===== config.mk =====
export PLATFORM = sky130hd
export DESIGN_NAME = terminal_key_escape_decoder
export DESIGN_NICKNAME = d
export VERILOG_FILES = /design/src/rtl/core/tked_pkg.sv /design/src/rtl/core/terminal_key_escape_decoder.sv
export VERILOG_INCLUDE_DIRS = /design/src /design/src/rtl/core
export SDC_FILE = /design/constraint.sdc
export NUM_CORES = 1
export LEC_CHECK = 0
export BUFFER_PORTS_ARGS = -buffer_cell sky130_fd_sc_hd__buf_2
export CORE_ASPECT_RATIO = 0.75
export CORE_MARGIN = 2
export CORE_UTILIZATION = 54
export DETAILED_ROUTE_END_ITERATION = 7
export PLACE_DENSITY = 0.87
export SLEW_MARGIN = 25
export SYNTH_ARGS = -nofsm -noshare
export SYNTH_HDL_FRONTEND = slang
export SYNTH_SLANG_ARGS = --single-unit

===== constraint.sdc =====
create_clock -name clock -period 2.8 [get_ports clock]
set_clock_uncertainty 0.15 [all_clocks]
set_input_delay 0.42 -clock clock [delete_from_list [all_inputs] [get_ports clock]]
set_output_delay 0.42 -clock clock [all_outputs]
set_load 0.01 [all_outputs]

===== src/rtl/core/assert_macros.svh =====
// Concurrent assertion helpers, clocked on clock and disabled in reset.
`ifndef ASSERT_MACROS_SVH
`define ASSERT_MACROS_SVH

// Property checked on every clock edge outside reset.
`define ASSERT_CLK(label, prop, msg) \
   label: assert property (@(posedge clock) disable iff (reset) (prop)) else $error(msg);

// Consequent checked in the cycle after the antecedent.
`define ASSERT_NEXT(label, ante, cons, msg) \
   label: assert property (@(posedge clock) disable iff (reset) (ante) |=> (cons)) \
      else $error(msg);

`endif


===== src/rtl/core/tked_pkg.sv =====
package tked_pkg;

   localparam int ByteW = 8;

   localparam logic [ByteW-1:0] BYTE_ESC   = 8'd27;
   localparam logic [ByteW-1:0] BYTE_BKSP  = 8'd127;
   localparam logic [ByteW-1:0] BYTE_CSI   = 8'h5B; // '['
   localparam logic [ByteW-1:0] BYTE_SS3   = 8'h4F; // 'O'
   localparam logic [ByteW-1:0] BYTE_TILDE = 8'h7E; // '~'
   localparam logic [ByteW-1:0] BYTE_SEMI  = 8'h3B; // ';'

   localparam logic [ByteW-1:0] K_ESC   = 8'd0;
   localparam logic [ByteW-1:0] K_BKSP  = 8'd1;
   localparam logic [ByteW-1:0] K_UP    = 8'd2;
   localparam logic [ByteW-1:0] K_HOME  = 8'd6;
   localparam logic [ByteW-1:0] K_END   = 8'd7;
   localparam logic [ByteW-1:0] K_DEL   = 8'd8;
   localparam logic [ByteW-1:0] K_PGUP  = 8'd9;
   localparam logic [ByteW-1:0] K_PGDN  = 8'd10;
   localparam logic [ByteW-1:0] K_F1    = 8'd11;
   localparam logic [ByteW-1:0] K_F9    = 8'd19;
   localparam logic [ByteW-1:0] K_F10   = 8'd20;
   localparam logic [ByteW-1:0] K_UNK1  = 8'd21;
   localparam logic [ByteW-1:0] K_UNK2  = 8'd22;
   localparam logic [ByteW-1:0] K_UNK3  = 8'd23;
   localparam logic [ByteW-1:0] K_UNK4  = 8'd24;
   localparam logic [ByteW-1:0] K_UNK5  = 8'd25;
   localparam logic [ByteW-1:0] K_UNK6  = 8'd26;
   localparam logic [ByteW-1:0] K_UNK7  = 8'd27;

   // final byte after ESC [ d
   function automatic logic [ByteW-1:0] csi_digit_key(input logic [ByteW-1:0] d,
                                                      input logic [ByteW-1:0] b);
      logic tl;
      logic [ByteW-1:0] key;
      tl = (b == BYTE_TILDE);
      case (d)
         8'h32: key = (b == 8'h30) ? K_F9 : ((b == 8'h31) ? K_F10 : K_UNK1);
         8'h33: key = tl ? K_DEL  : K_UNK1;
         8'h34: key = tl ? K_END  : K_UNK2;
         8'h35: key = tl ? K_PGUP : K_UNK3;
         default: key = tl ? K_PGDN : K_UNK4;
      endcase
      return key;
   endfunction

   // byte after ESC O
   function automatic logic [ByteW-1:0] ss3_key(input logic [ByteW-1:0] b);
      logic [ByteW-1:0] key;
      case (b)
         8'h48: key = K_HOME;
         8'h46: key = K_END;
         8'h50, 8'h51, 8'h52, 8'h53: key = K_F1 + (b - 8'h50);
         default: key = K_UNK6;
      endcase
      return key;
   endfunction

endpackage


===== src/rtl/core/terminal_key_escape_decoder.sv =====
// Terminal key decoder: takes one request per cycle (a received byte, or a read
// timeout when req_tuser is high) and turns VT100/xterm escape sequences into
// key ids, byte 127 into backspace and other bytes into raw characters. A
// request gives zero or one result; rsp_tuser is high when rsp_tdata is a key
// id. Each request passes an input register, a combinational decode against
// the parser state, and a result register, so a new request is taken every
// cycle while the result side keeps up; a stalled result holds off the input
// only once both registers are full.
`include "assert_macros.svh"

module terminal_key_escape_decoder (
   input  logic                       clock,
   input  logic                       reset,
   input  logic                       req_tvalid,
   output logic                       req_tready,
   input  logic [tked_pkg::ByteW-1:0] req_tdata,  // [7:0] in_byte
   input  logic                       req_tuser,  // [0] op (1 = timeout)
   output logic                       rsp_tvalid,
   input  logic                       rsp_tready,
   output logic [tked_pkg::ByteW-1:0] rsp_tdata,  // [7:0] code
   output logic                       rsp_tuser   // [0] is_key
);
   import tked_pkg::*;

   typedef enum logic [2:0] {
      PH_IDLE = 3'd0,
      PH_ESC1 = 3'd1,
      PH_ESC2 = 3'd2,
      PH_CSIN = 3'd3,
      PH_ONEA = 3'd4,
      PH_ONEB = 3'd5,
      PH_SEMI = 3'd6
   } phase_type;

   phase_type        phase_ff, phase_in;
   logic [ByteW-1:0] lead_ff, lead_in;
   logic [ByteW-1:0] held_ff, held_in;
   logic             s1_valid_ff, s1_valid_in;
   logic [ByteW-1:0] s1_byte_ff, s1_byte_in;
   logic             s1_tmo_ff, s1_tmo_in;
   logic             rsp_valid_ff, rsp_valid_in;
   logic [ByteW-1:0] rsp_code_ff, rsp_code_in;
   logic             rsp_key_ff, rsp_key_in;

   logic             out_free;
   logic             step;
   logic             emit;
   logic             emit_key;
   logic [ByteW-1:0] emit_code;
   logic [ByteW-1:0] b;
   logic             tmo;

   assign out_free   = !rsp_valid_ff || rsp_tready;
   assign step       = s1_valid_ff && out_free;
   assign req_tready = !s1_valid_ff || out_free;
   assign rsp_tvalid = rsp_valid_ff;
   assign rsp_tdata  = rsp_code_ff;
   assign rsp_tuser  = rsp_key_ff;
   assign b          = s1_byte_ff;
   assign tmo        = s1_tmo_ff;

   // parser step for the item in the input register
   always_comb begin
      phase_in  = phase_ff;
      lead_in   = lead_ff;
      held_in   = held_ff;
      emit      = 1'b0;
      emit_key  = 1'b1;
      emit_code = K_ESC;
      case (phase_ff)
         PH_ESC1: begin
            if (tmo) begin
               emit = 1'b1;
               emit_code = K_ESC;
            end else begin
               lead_in  = b;
               phase_in = PH_ESC2;
            end
         end
         PH_ESC2: begin
            emit = 1'b1;
            if (tmo) begin
               emit_code = K_UNK1;
            end else if (lead_ff == BYTE_CSI) begin
               if (b == 8'h31) begin
                  emit     = 1'b0;
                  phase_in = PH_ONEA;
               end else if (b >= 8'h32 && b <= 8'h36) begin
                  emit     = 1'b0;
                  held_in  = b;
                  phase_in = PH_CSIN;
               end else if (b >= 8'h41 && b <= 8'h44) begin
                  emit_code = K_UP + (b - 8'h41);
               end else begin
                  emit_code = K_UNK5;
               end
            end else if (lead_ff == BYTE_SS3) begin
               emit_code = ss3_key(b);
            end else begin
               emit_code = K_UNK7;
            end
         end
         PH_CSIN: begin
            emit      = 1'b1;
            emit_code = tmo ? K_ESC : csi_digit_key(held_ff, b);
         end
         PH_ONEA: begin
            if (tmo) begin
               emit = 1'b1;
               emit_code = K_UNK1;
            end else begin
               held_in  = b;
               phase_in = PH_ONEB;
            end
         end
         PH_ONEB: begin
            // this byte (or timeout) is dropped; the held byte decides
            emit = 1'b1;
            case (held_ff)
               8'h35: emit_code = K_F1 + 8'd4;
               8'h37: emit_code = K_F1 + 8'd5;
               8'h38: emit_code = K_F1 + 8'd6;
               8'h39: emit_code = K_F1 + 8'd7;
               BYTE_TILDE: emit_code = K_HOME;
               BYTE_SEMI: begin
                  emit     = 1'b0;
                  phase_in = PH_SEMI;
               end
               default: begin
                  emit     = 1'b0;
                  phase_in = PH_ESC1;
               end
            endcase
         end
         PH_SEMI: begin
            emit = 1'b1;
            if (tmo)            emit_code = K_UNK1;
            else if (b == 8'h41) emit_code = K_PGUP;
            else if (b == 8'h42) emit_code = K_PGDN;
            else                emit_code = K_UNK2;
         end
         default: begin
            phase_in = PH_IDLE;
            if (!tmo) begin
               if (b == BYTE_ESC) begin
                  phase_in = PH_ESC1;
               end else if (b == BYTE_BKSP) begin
                  emit = 1'b1;
                  emit_code = K_BKSP;
               end else begin
                  emit = 1'b1;
                  emit_key = 1'b0;
                  emit_code = b;
               end
            end
         end
      endcase
      if (emit) begin
         phase_in = PH_IDLE;
      end
   end

   always_comb begin
      s1_valid_in = s1_valid_ff;
      s1_byte_in  = s1_byte_ff;
      s1_tmo_in   = s1_tmo_ff;
      if (step) begin
         s1_valid_in = 1'b0;
      end
      if (req_tvalid && req_tready) begin
         s1_valid_in = 1'b1;
         s1_byte_in  = req_tdata;
         s1_tmo_in   = req_tuser;
      end
      rsp_valid_in = rsp_valid_ff && !rsp_tready;
      rsp_code_in  = rsp_code_ff;
      rsp_key_in   = rsp_key_ff;
      if (step && emit) begin
         rsp_valid_in = 1'b1;
         rsp_code_in  = emit_code;
         rsp_key_in   = emit_key;
      end
   end

   always_ff @(posedge clock) begin
      if (reset) begin
         phase_ff     <= PH_IDLE;
         lead_ff      <= '0;
         held_ff      <= '0;
         s1_valid_ff  <= 1'b0;
         rsp_valid_ff <= 1'b0;
      end else begin
         if (step) begin
            phase_ff <= phase_in;
            lead_ff  <= lead_in;
            held_ff  <= held_in;
         end
         s1_valid_ff  <= s1_valid_in;
         rsp_valid_ff <= rsp_valid_in;
      end
      s1_byte_ff  <= s1_byte_in;
      s1_tmo_ff   <= s1_tmo_in;
      rsp_code_ff <= rsp_code_in;
      rsp_key_ff  <= rsp_key_in;
   end

   `ASSERT_NEXT(a_s1_held, s1_valid_ff && !out_free, s1_valid_ff && $stable(s1_byte_ff), "input item lost")
   `ASSERT_NEXT(a_emit_out, step && emit, rsp_valid_ff && rsp_code_ff == $past(emit_code), "result lost")
   `ASSERT_NEXT(a_emit_idle, step && emit, phase_ff == PH_IDLE, "parser not idle after result")
   `ASSERT_CLK(a_raw_char, !(rsp_valid_ff && !rsp_key_ff && (rsp_code_ff == BYTE_ESC || rsp_code_ff == BYTE_BKSP)), "ESC or DEL passed as raw")

endmodule


== Word-level counts from Yosys, hierarchy flattened ==
Index checks and enable logic that the tools add are counted.

* $lt $le $gt $ge: 4
* Bitwise logic cells: 1
* Eq/ne operators: 42
* Muxes and demuxes: 54
* $add $sub $neg: 4
* Reduce and logical (&&, ||, !) cells: 21

{| class="wikitable"
|+ Operators with widths
! kind !! number
|-
| 8-bit 2-to-1 mux || 15
|-
| 8-bit by 7-bit equality test with 1-bit output (second input constant) || 13
|-
| 8-bit by 6-bit equality test with 1-bit output (second input constant) || 10
|-
| 8-bit one-hot mux with 6 select lines || 1
|-
| 5-bit 2-to-1 mux || 8
|-
| 5-bit one-hot mux with 5 select lines || 1
|-
| 3-bit 2-to-1 mux || 8
|-
| 8-bit one-hot mux with 3 select lines || 1
|-
| 5-bit one-hot mux with 4 select lines || 1
|-
| 8-bit one-hot mux with 2 select lines || 1
|-
| 8-bit by 7-bit subtractor with 8-bit output (second input constant) || 2
|-
| 1-bit 2-to-1 mux || 15
|-
| 3-bit inequality test (second input constant) || 5
|-
| 3-bit one-hot mux with 5 select lines || 1
|-
| 2-bit inequality test (second input constant) || 5
|-
| 3-bit equality test (second input constant) || 3
|-
| 2-bit by 8-bit adder with 8-bit output (first input constant) || 1
|-
| 4-bit by 8-bit adder with 8-bit output (first input constant) || 1
|-
| 8-bit by 5-bit equality test with 1-bit output (second input constant) || 1
|-
| 8-bit by 6-bit greater-or-equal comparator with 1-bit output (second input constant) || 1
|-
| 8-bit by 7-bit greater-or-equal comparator with 1-bit output (second input constant) || 1
|-
| 8-bit by 6-bit less-or-equal comparator with 1-bit output (second input constant) || 1
|-
| 8-bit by 7-bit less-or-equal comparator with 1-bit output (second input constant) || 1
|-
| 8-bit AND reduction || 1
|-
| other kinds (17) || 28
|}

* Output and inout bits: 11
* Register bits: 39
* Input bits: 13
* Word-level logic and storage cells: 135

== Longest topological paths before layout ==
Gate-level depths: netlist of the first run.

* Depth after elaboration: 9
* Depth in mapped cells: 8

== Worst setup path after synthesis of the first run ==
Ideal clock, no wire load.

* Kind: flip-flop to flip-flop
* Start point: register s1_byte_ff[0] (netlist: b[0])
* End point: register rsp_code_ff[2] (netlist: rsp_tdata[2]) (data pin)
* Arrival: 2.172 ns
* Path slack: 0.206 ns
* Stages on the path, launching flop included: 9
* Setup time: 0.272 ns
* Data required time: 2.378 ns
* Period minus slack after synthesis: 2.594 ns
* Path through: edfxtp_1 -> inv_1 -> ha_1 -> buf_2 -> nor4_2 -> and4b_1 -> o21ai_0 -> nor4_1 -> or4_1

* Cells in the longest elaborated chain, start to end: 8
* Elaborated cells between the ends (all ways): 43

{| class="wikitable"
|+ RTL lines
! item !! line !! source
|-
| start, declared || terminal_key_escape_decoder.sv:39 || <nowiki>logic [ByteW-1:0] s1_byte_ff, s1_byte_in;</nowiki>
|-
| start signal, assigned || terminal_key_escape_decoder.sv:201 || <nowiki>s1_byte_ff <= s1_byte_in;</nowiki>
|-
| 8-bit by 7-bit subtractor with 8-bit output (tied with other cells) || terminal_key_escape_decoder.sv:93 || <nowiki>emit_code = K_UP + (b - 8'h41);</nowiki>
|-
| 2-bit by 8-bit adder with 8-bit output or 1-bit logical AND (tied branches) || terminal_key_escape_decoder.sv:93, terminal_key_escape_decoder.sv:92 ||
|-
| 8-bit 2-to-1 mux || terminal_key_escape_decoder.sv:92 || <nowiki>end else if (b >= 8'h41 && b <= 8'h44) begin</nowiki>
|-
| 8-bit 2-to-1 mux || terminal_key_escape_decoder.sv:88 || <nowiki>end else if (b >= 8'h32 && b <= 8'h36) begin</nowiki>
|-
| 8-bit 2-to-1 mux || terminal_key_escape_decoder.sv:85 || <nowiki>if (b == 8'h31) begin</nowiki>
|-
| 8-bit 2-to-1 mux || terminal_key_escape_decoder.sv:84 || <nowiki>end else if (lead_ff == BYTE_CSI) begin</nowiki>
|-
| 8-bit 2-to-1 mux || terminal_key_escape_decoder.sv:82 || <nowiki>if (tmo) begin</nowiki>
|-
| 8-bit one-hot mux with 6 select lines (*) || terminal_key_escape_decoder.sv:70 || <nowiki>case (phase_ff)</nowiki>
|-
| named net emit_code[2] || terminal_key_escape_decoder.sv:49 || <nowiki>logic [ByteW-1:0] emit_code;</nowiki>
|-
| end signal, assigned || terminal_key_escape_decoder.sv:203 || <nowiki>rsp_code_ff <= rsp_code_in;</nowiki>
|-
| end, declared || terminal_key_escape_decoder.sv:42 || <nowiki>logic [ByteW-1:0] rsp_code_ff, rsp_code_in;</nowiki>
|}

Mark *: on every way through the listed nets, which the timed path passes. The rest lies on a longest branch.
A chain may end at the register's enable or synchronous reset.

== Final worst setup path of the first run ==
Same ends and word-level chain as after synthesis.

==> flow_summary.json, run 1 <==
{
  "setup_viol": 0,
  "utilization_pct": 62.3,
  "final_layout_size_suffix_gt1_share_pct": 18.2,
  "post-route-min-period_ns": 2.72,
  "synth-warning-count": 0,
  "vias": 2438,
  "whs_ns": 0.140,
  "drt_pre_antenna_iters": 5,
  "die_h_um": 64.7,
  "synth_cell_types": 66,
  "hpwl_mm": 5.10,
  "post-synth-top-area-cell": "sky130_fd_sc_hd__edfxtp_1",
  "timing.final.crit_share_pct": 97.3,
  "fraction_of_synthesized_cell_area_taken_by_the_top_area_cell_type_pct": 20.4,
  "grt_util_all_layers_pct": 26.2,
  "irDropWorstVdd_mv": 0.356,
  "crit_fanout": 6,
  "synth_async_sr_flop_share_pct": 0,
  "first_global_vias": 2146,
  "core_region_area_sq_um": 4820,
  "cp_data_arrival_time_ns": 2.60,
  "overflow_after_grt": 0,
  "n_antenna_cell": 0,
  "grt_setup_unrepaired": "yes",
  "port_buffers": 23,
  "weighted_congestion_reported_at_the_end_of_routability_driven_placement": 0.986,
  "clk_latency_ns": 0.30,
  "worst_ep_required_time_ns": 2.68,
  "ys_top_cells_by_area": "sky130_fd_sc_hd__edfxtp_1 (20%), sky130_fd_sc_hd__dfxtp_1 (16%), sky130_fd_sc_hd__mux2i_1 (6.4%), sky130_fd_sc_hd__nand2b_1 (5.4%), sky130_fd_sc_hd__nor2_1 (2.7%)",
  "starting_density_of_the_core_pct": 55.0,
  "cts_tree": "done",
  "worstSetupStartpointType": "flop",
  "layout.nets": 335,
  "largest_net_degree_at_the_start_of_global_routing": 32,
  "number_of_synthesized_flops_with_an_enable_pin": 18,
  "hold_violation_count_in_the_final_report": 0,
  "via_per_inst": 6.45,
  "timing.slew.headroom_pct": 64.4,
  "die_area_sq_um": 5490,
  "grt_pass1_wl_mm": 11.2,
  "nets_in_the_synthesized_netlist": 308,
  "synth.cell_area_sq_um": 2650,
  "timing.final.max_slew_violations": 0,
  "outcome": "finished clean",
  "power_density_nw_per_um2": 407,
  "worst_setup_hold_path_clk_slew_ns": 0.08,
  "antenna_found_initial": 0,
  "core.rowCount": 22,
  "syn_area_per_cell_sq_um": 9.14,
  "postSynthRegisterBits": 39,
  "detailedRoute.firstIterationViolations": 293,
  "drcViolationCount": 0,
  "ys_seq_area_share_pct": 36.2,
  "setup_tns_ns": 0,
  "areaGrowthSynthToFinish_pct": 13.3,
  "htree_num_levels": 2,
  "yosys.cell_count.top_type": "sky130_fd_sc_hd__nand2b_1",
  "fin_area_sq_um": 3000,
  "cts_buffers": 5,
  "worst_setup_path_end_kind": "flop",
  "drv_cap": 0,
  "timing_worst_slew_pin_value_ns": 0.534,
  "ys_top_cells_by_count": "sky130_fd_sc_hd__nand2b_1 (23), sky130_fd_sc_hd__dfxtp_1 (21), sky130_fd_sc_hd__nor2_1 (19), sky130_fd_sc_hd__edfxtp_1 (18), sky130_fd_sc_hd__mux2i_1 (17)",
  "cts-root-to-sink-buffers": 2,
  "timing.hold.worst.class": "input pin to flop",
  "post_layout_nonfiller_instances": 378,
  "postSynth.topFlopCell": "sky130_fd_sc_hd__dfxtp_1",
  "leakage_nw": 1.18,
  "route.antenna.remaining_nets": 0,
  "synth_cells": 290,
  "clock-root-buffer": "sky130_fd_sc_hd__clkbuf_8",
  "postRouteWirelength_mm": 6.84,
  "critPathKind": "flop to flop",
  "place.detailed.instances": 368,
  "fp.dieW_um": 84.9,
  "clock-sinks": 39,
  "achievable-frequency_ghz": 0.367,
  "placement.cell_area_sq_um": 2870,
  "ios": 24,
  "post_drt_wl_per_cell_um": 18.1
}
timing repair:
action	in CTS	in global routing
endpoints found under the setup margin	0	10
gates resized for setup	0	3
buffers inserted	0	2
hold buffers	0	0
logic make-up after synthesis:
logic type | share of synthesized area, %
simple gates | 33.4
fa+ha+maj | 2.36
buf+inv | 4.34
compound gates | 17.2
mux | 6.42
flops | 36.2
registers in the layout (all words and copies together), names as in the netlist:
signal,cells
phase_ff,3
rsp_tdata,8
rsp_tuser,1
held_ff,8
rsp_tvalid,1
s1_tmo_ff,1
s1_valid_ff,1
b,8
lead_ff,8
cell usage in the layout (no fill, tap or decap), types with 3 or more instances in the layout:
| master | count |
|---|---|
| sky130_fd_sc_hd__or3_1 | 5 |
| sky130_fd_sc_hd__buf_2 | 23 |
| sky130_fd_sc_hd__nor4_1 | 3 |
| sky130_fd_sc_hd__dfxtp_1 | 21 |
| sky130_fd_sc_hd__o22ai_1 | 4 |
| sky130_fd_sc_hd__mux2i_1 | 17 |
| sky130_fd_sc_hd__nand3b_1 | 4 |
| sky130_fd_sc_hd__a32o_1 | 4 |
| sky130_fd_sc_hd__nor2b_1 | 7 |
| sky130_fd_sc_hd__nand4_1 | 4 |
| sky130_fd_sc_hd__o211ai_1 | 5 |
| sky130_fd_sc_hd__nand3_1 | 5 |
| sky130_fd_sc_hd__nand2_1 | 14 |
| sky130_fd_sc_hd__a31oi_1 | 5 |
| sky130_fd_sc_hd__and4b_1 | 3 |
| sky130_fd_sc_hd__nor2_1 | 18 |
| sky130_fd_sc_hd__and2_1 | 5 |
| sky130_fd_sc_hd__nor3b_1 | 5 |
| sky130_fd_sc_hd__nor3_1 | 5 |
| sky130_fd_sc_hd__inv_1 | 7 |
| sky130_fd_sc_hd__edfxtp_1 | 18 |
| sky130_fd_sc_hd__ha_1 | 5 |
| sky130_fd_sc_hd__buf_4 | 18 |
| sky130_fd_sc_hd__o21ai_0 | 9 |
| sky130_fd_sc_hd__and3b_1 | 3 |
| sky130_fd_sc_hd__a21oi_1 | 13 |
| sky130_fd_sc_hd__and3_1 | 8 |
| sky130_fd_sc_hd__clkbuf_8 | 5 |
| sky130_fd_sc_hd__nand2b_1 | 23 |
power by group:
part / internal (mW) / switching [mW] / total [mW] / leakage (nW)
Combinational: 0.0519 / 0.0663 / 0.118 / 0.776
Sequential: 0.610 / 0.0182 / 0.628 / 0.343
Clock: 0.267 / 0.209 / 0.475 / 0.0557
Total: 0.928 / 0.293 / 1.22 / 1.18
metal layers:
| layer | global-route usage, % | routed length, um | vias up |
|---|---|---|---|
| li1 | - | - | 1155 |
| met1 | 36.6 | 3050 | 1128 |
| met2 | 39.4 | 3030 | 140 |
| met3 | 7.77 | 640 | 15 |
| met4 | 7.74 | 128 | 0 |
| met5 | 0 | 0 | - |
final timing paths:
check / from / end / slack [ns] / depth (start not counted)
setup reg to reg: b[0] / rsp_tdata[2] / 0.08 / 8
setup / recovery: b[0] / rsp_tdata[2] / 0.08 / 8
hold reg to reg: held_ff[5] / held_ff[5] / 0.35 / 2
hold / removal: req_tdata[5] / b[5] / 0.14 / 1
through the flow:
stage                     worst slack (ns)  total power [mW]
after floorplan                      0.206             0.705
after global placement               0.145             0.752
after detailed placement            0.0206             0.754
after CTS                          0.00522              1.22
after global routing               -0.0658              1.27
final                               0.0756              1.22
critical path: stages (launching register included):
cell                       delay, ns
sky130_fd_sc_hd__edfxtp_1       0.46
sky130_fd_sc_hd__inv_1          0.12
sky130_fd_sc_hd__ha_1           0.25
sky130_fd_sc_hd__buf_4          0.16
sky130_fd_sc_hd__nor4_2         0.29
sky130_fd_sc_hd__and4b_1        0.25
sky130_fd_sc_hd__o21ai_2        0.16
sky130_fd_sc_hd__nor4_1         0.07
sky130_fd_sc_hd__or4_1          0.54
layout make-up:
| type | count | area [sq um] |
|---|---|---|
| clock buffer | 6 | 72.6 |
| clock inverter | 2 | 36.3 |
| fill | 403 | 1810 |
| inverter | 7 | 26.3 |
| multi-input combinational | 223 | 1580 |
| sequential | 39 | 961 |
| tap | 60 | 75.1 |
| timing repair buffer | 41 | 250 |
Power figures use the tool's default switching activity.
==> run 2, diff against run 1 <==
--- a/config.mk
+++ b/config.mk
@@ -7,11 +7,13 @@
 export NUM_CORES = 1
 export LEC_CHECK = 0
 export BUFFER_PORTS_ARGS = -buffer_cell sky130_fd_sc_hd__buf_2
+export CELL_PAD_IN_SITES_DETAIL_PLACEMENT = 0
+export CELL_PAD_IN_SITES_GLOBAL_PLACEMENT = 2
 export CORE_ASPECT_RATIO = 0.75
 export CORE_MARGIN = 2
-export CORE_UTILIZATION = 54
+export CORE_UTILIZATION = 34
 export DETAILED_ROUTE_END_ITERATION = 7
-export PLACE_DENSITY = 0.87
+export PLACE_DENSITY = 0.88
 export SLEW_MARGIN = 25
 export SYNTH_ARGS = -nofsm -noshare
 export SYNTH_HDL_FRONTEND = slang
==> flow_summary.json, run 2 (same netlist as run 1, synthesis figures left out) <==
{
  "timing.critical_path.cells": "inv_1 -> ha_1 -> nor4_1 -> o31a_1 -> nor4_4 -> nor2_1",
  "timing.final.crit_share_pct": 93.9,
  "post_cts_buffers": 0,
  "outcome": "finished clean",
  "count_of_buffering_cells_on_the_critical_path_with_inverters_included": 1,
  "worstSetupStartpointType": "flop",
  "post_drt_wl_per_cell_um": 16.5,
  "multi_input_gate_area_in_the_final_layout_sq_um": 1580,
  "areaGrowthSynthToFinish_pct": 16.0,
  "mostFrequentLayoutCells": "sky130_fd_sc_hd__nand2b_1 (23), sky130_fd_sc_hd__buf_2 (23), sky130_fd_sc_hd__buf_4 (23), sky130_fd_sc_hd__dfxtp_1 (21), sky130_fd_sc_hd__nor2_1 (19)",
  "worst_setup_hold_path_clk_slew_ns": 0.08,
  "detailedRoute.firstIterationViolations": 218,
  "timing.hold.worst.class": "input pin to flop",
  "timing_worst_slew_pin_value_ns": 0.837,
  "placement.cell_area_sq_um": 2980,
  "power_density_nw_per_um2": 380,
  "core.rowCount": 27,
  "critPathKind": "flop to flop",
  "cts_resized": 0,
  "clock-sinks": 39,
  "drv_cap": 0,
  "starting_density_of_the_core_pct": 35.5,
  "n_fill_cell": 737,
  "post-route-min-period_ns": 2.63,
  "worst_ep_required_time_ns": 2.59,
  "met2RoutedLength_mm": 2.87,
  "htree_num_levels": 2,
  "die_area_sq_um": 8530,
  "clk_latency_ns": 0.30,
  "clock-root-buffer": "sky130_fd_sc_hd__clkbuf_8",
  "route.antenna.remaining_nets": 0,
  "hpwl_mm": 5.38,
  "antenna_found_initial": 0,
  "irDropWorstVdd_mv": 0.232,
  "ios": 24,
  "drt_pre_antenna_iters": 5,
  "grt_util_all_layers_pct": 17.5,
  "via_per_inst": 5.58,
  "route.met3.wl_um": 551,
  "cp_data_arrival_time_ns": 2.42,
  "cp_slowest_cell": "sky130_fd_sc_hd__nor2_1",
  "vias": 2367,
  "cts_buffers": 5,
  "ff_latch_area_sq_um": 961,
  "final_layout_size_suffix_gt1_share_pct": 19.2,
  "leakage_nw": 1.20,
  "hold_violation_count_in_the_final_report": 0,
  "layout.nets": 340,
  "die_h_um": 80.5,
  "first_global_vias": 2187,
  "critPathMaxStageDelay_ns": 0.65,
  "fp.dieW_um": 106,
  "overflow_after_grt": 0,
  "achievable-frequency_ghz": 0.380,
  "timing.final.max_slew_violations": 0,
  "n_antenna_cell": 0,
  "cts_hold_buf": 0,
  "timing.slew.headroom_pct": 44.0,
  "core_region_area_sq_um": 7470,
  "largest_net_degree_at_the_start_of_global_routing": 32,
  "grt_pass1_wl_mm": 11.7,
  "setup_viol": 0,
  "port_buffers": 23,
  "cts-root-to-sink-buffers": 2,
  "cts_tree": "done",
  "m1_wire_length_mm": 3.53,
  "weighted_congestion_reported_at_the_end_of_routability_driven_placement": 0.884,
  "postRouteWirelength_mm": 6.99,
  "crit_fanout": 9,
  "drcViolationCount": 0,
  "setup_tns_ns": 0,
  "cell_family_with_most_cp_delay": "simple AND/OR/NAND/NOR gates",
  "grt_setup_unrepaired": "no",
  "fin_area_sq_um": 3070,
  "route.top_layer_used": "met4",
  "worst_setup_path_end_kind": "flop"
}
-- run 2: cell count changes in the layout (fill, tap and decap cells not counted) --
cell | before | now
sky130_fd_sc_hd__clkbuf_1 | 1 | 0
sky130_fd_sc_hd__nor2_2 | 1 | 0
sky130_fd_sc_hd__o21ai_1 | 0 | 1
sky130_fd_sc_hd__clkinv_4 | 0 | 1
sky130_fd_sc_hd__nor2_1 | 18 | 19
sky130_fd_sc_hd__buf_4 | 18 | 23
sky130_fd_sc_hd__bufinv_16 | 1 | 0
sky130_fd_sc_hd__clkbuf_8 | 5 | 6
sky130_fd_sc_hd__o21ai_2 | 1 | 0
-- run 2: layout make-up --
| class | count | area share, % |
|---|---|---|
| Tap cell | 101 | 4.11 |
| Sequential cell | 39 | 31.3 |
| Clock inverter | 2 | 0.488 |
| Clock buffer | 6 | 2.69 |
| Multi-Input combinational cell | 223 | 51.2 |
| Timing Repair Buffer | 46 | 9.36 |
| Inverter | 7 | 0.855 |
-- run 2: worst reg2reg max path: cells and delay by family, from the launching register on --
| kind | cells | cell delay (ns) |
|---|---|---|
| AOI/OAI and AO/OA | 1 | 0.25 |
| adders and majority gates | 1 | 0.22 |
| buffers and inverters | 1 | 0.11 |
| DFF | 1 | 0.43 |
| and+or+nand+nor | 3 | 1.10 |
-- run 2: where the power goes --
part           leakage [nW]  switching [mW]  internal, mW  total [mW]
sequential            0.343          0.0138         0.610       0.624
combinational         0.802          0.0701        0.0529       0.123
clock                0.0517           0.219         0.202       0.421
-- run 2: final timing paths --
| path | to | cells past startpoint | startpoint | slack [ns] |
|---|---|---|---|---|
| worst min register to register | held_ff[7] | 2 | held_ff[7] | 0.35 |
| worst min-delay path | b[2] | 1 | req_tdata[2] | 0.14 |
| worst max-delay path | rsp_tdata[6] | 6 | b[0] | 0.17 |
| worst max register to register | rsp_tdata[6] | 6 | b[0] | 0.17 |
-- run 2: metrics by stage --
step	power, mW	util, %	setup WS, ns	hold slack (ns)	cells
2_1_floorplan	0.705	-	0.206	0.305	290
3_3_place_gp	0.759	39.9	0.197	0.328	416
3_5_place_dp	0.758	39.9	0.139	0.339	416
4_1_cts	1.18	41.2	0.127	0.132	424
5_1_grt	1.22	41.2	0.00439	0.127	424
6_report	1.17	41.2	0.170	0.138	424
-- run 2: per-layer routing --
| layer | up-vias | track usage [%] |
|---|---|---|
| li1 | 1168 | - |
| met1 | 1100 | 26.7 |
| met2 | 95 | 25.3 |
| met3 | 4 | 3.25 |
| met4 | 0 | 3.82 |
| met5 | - | 0 |
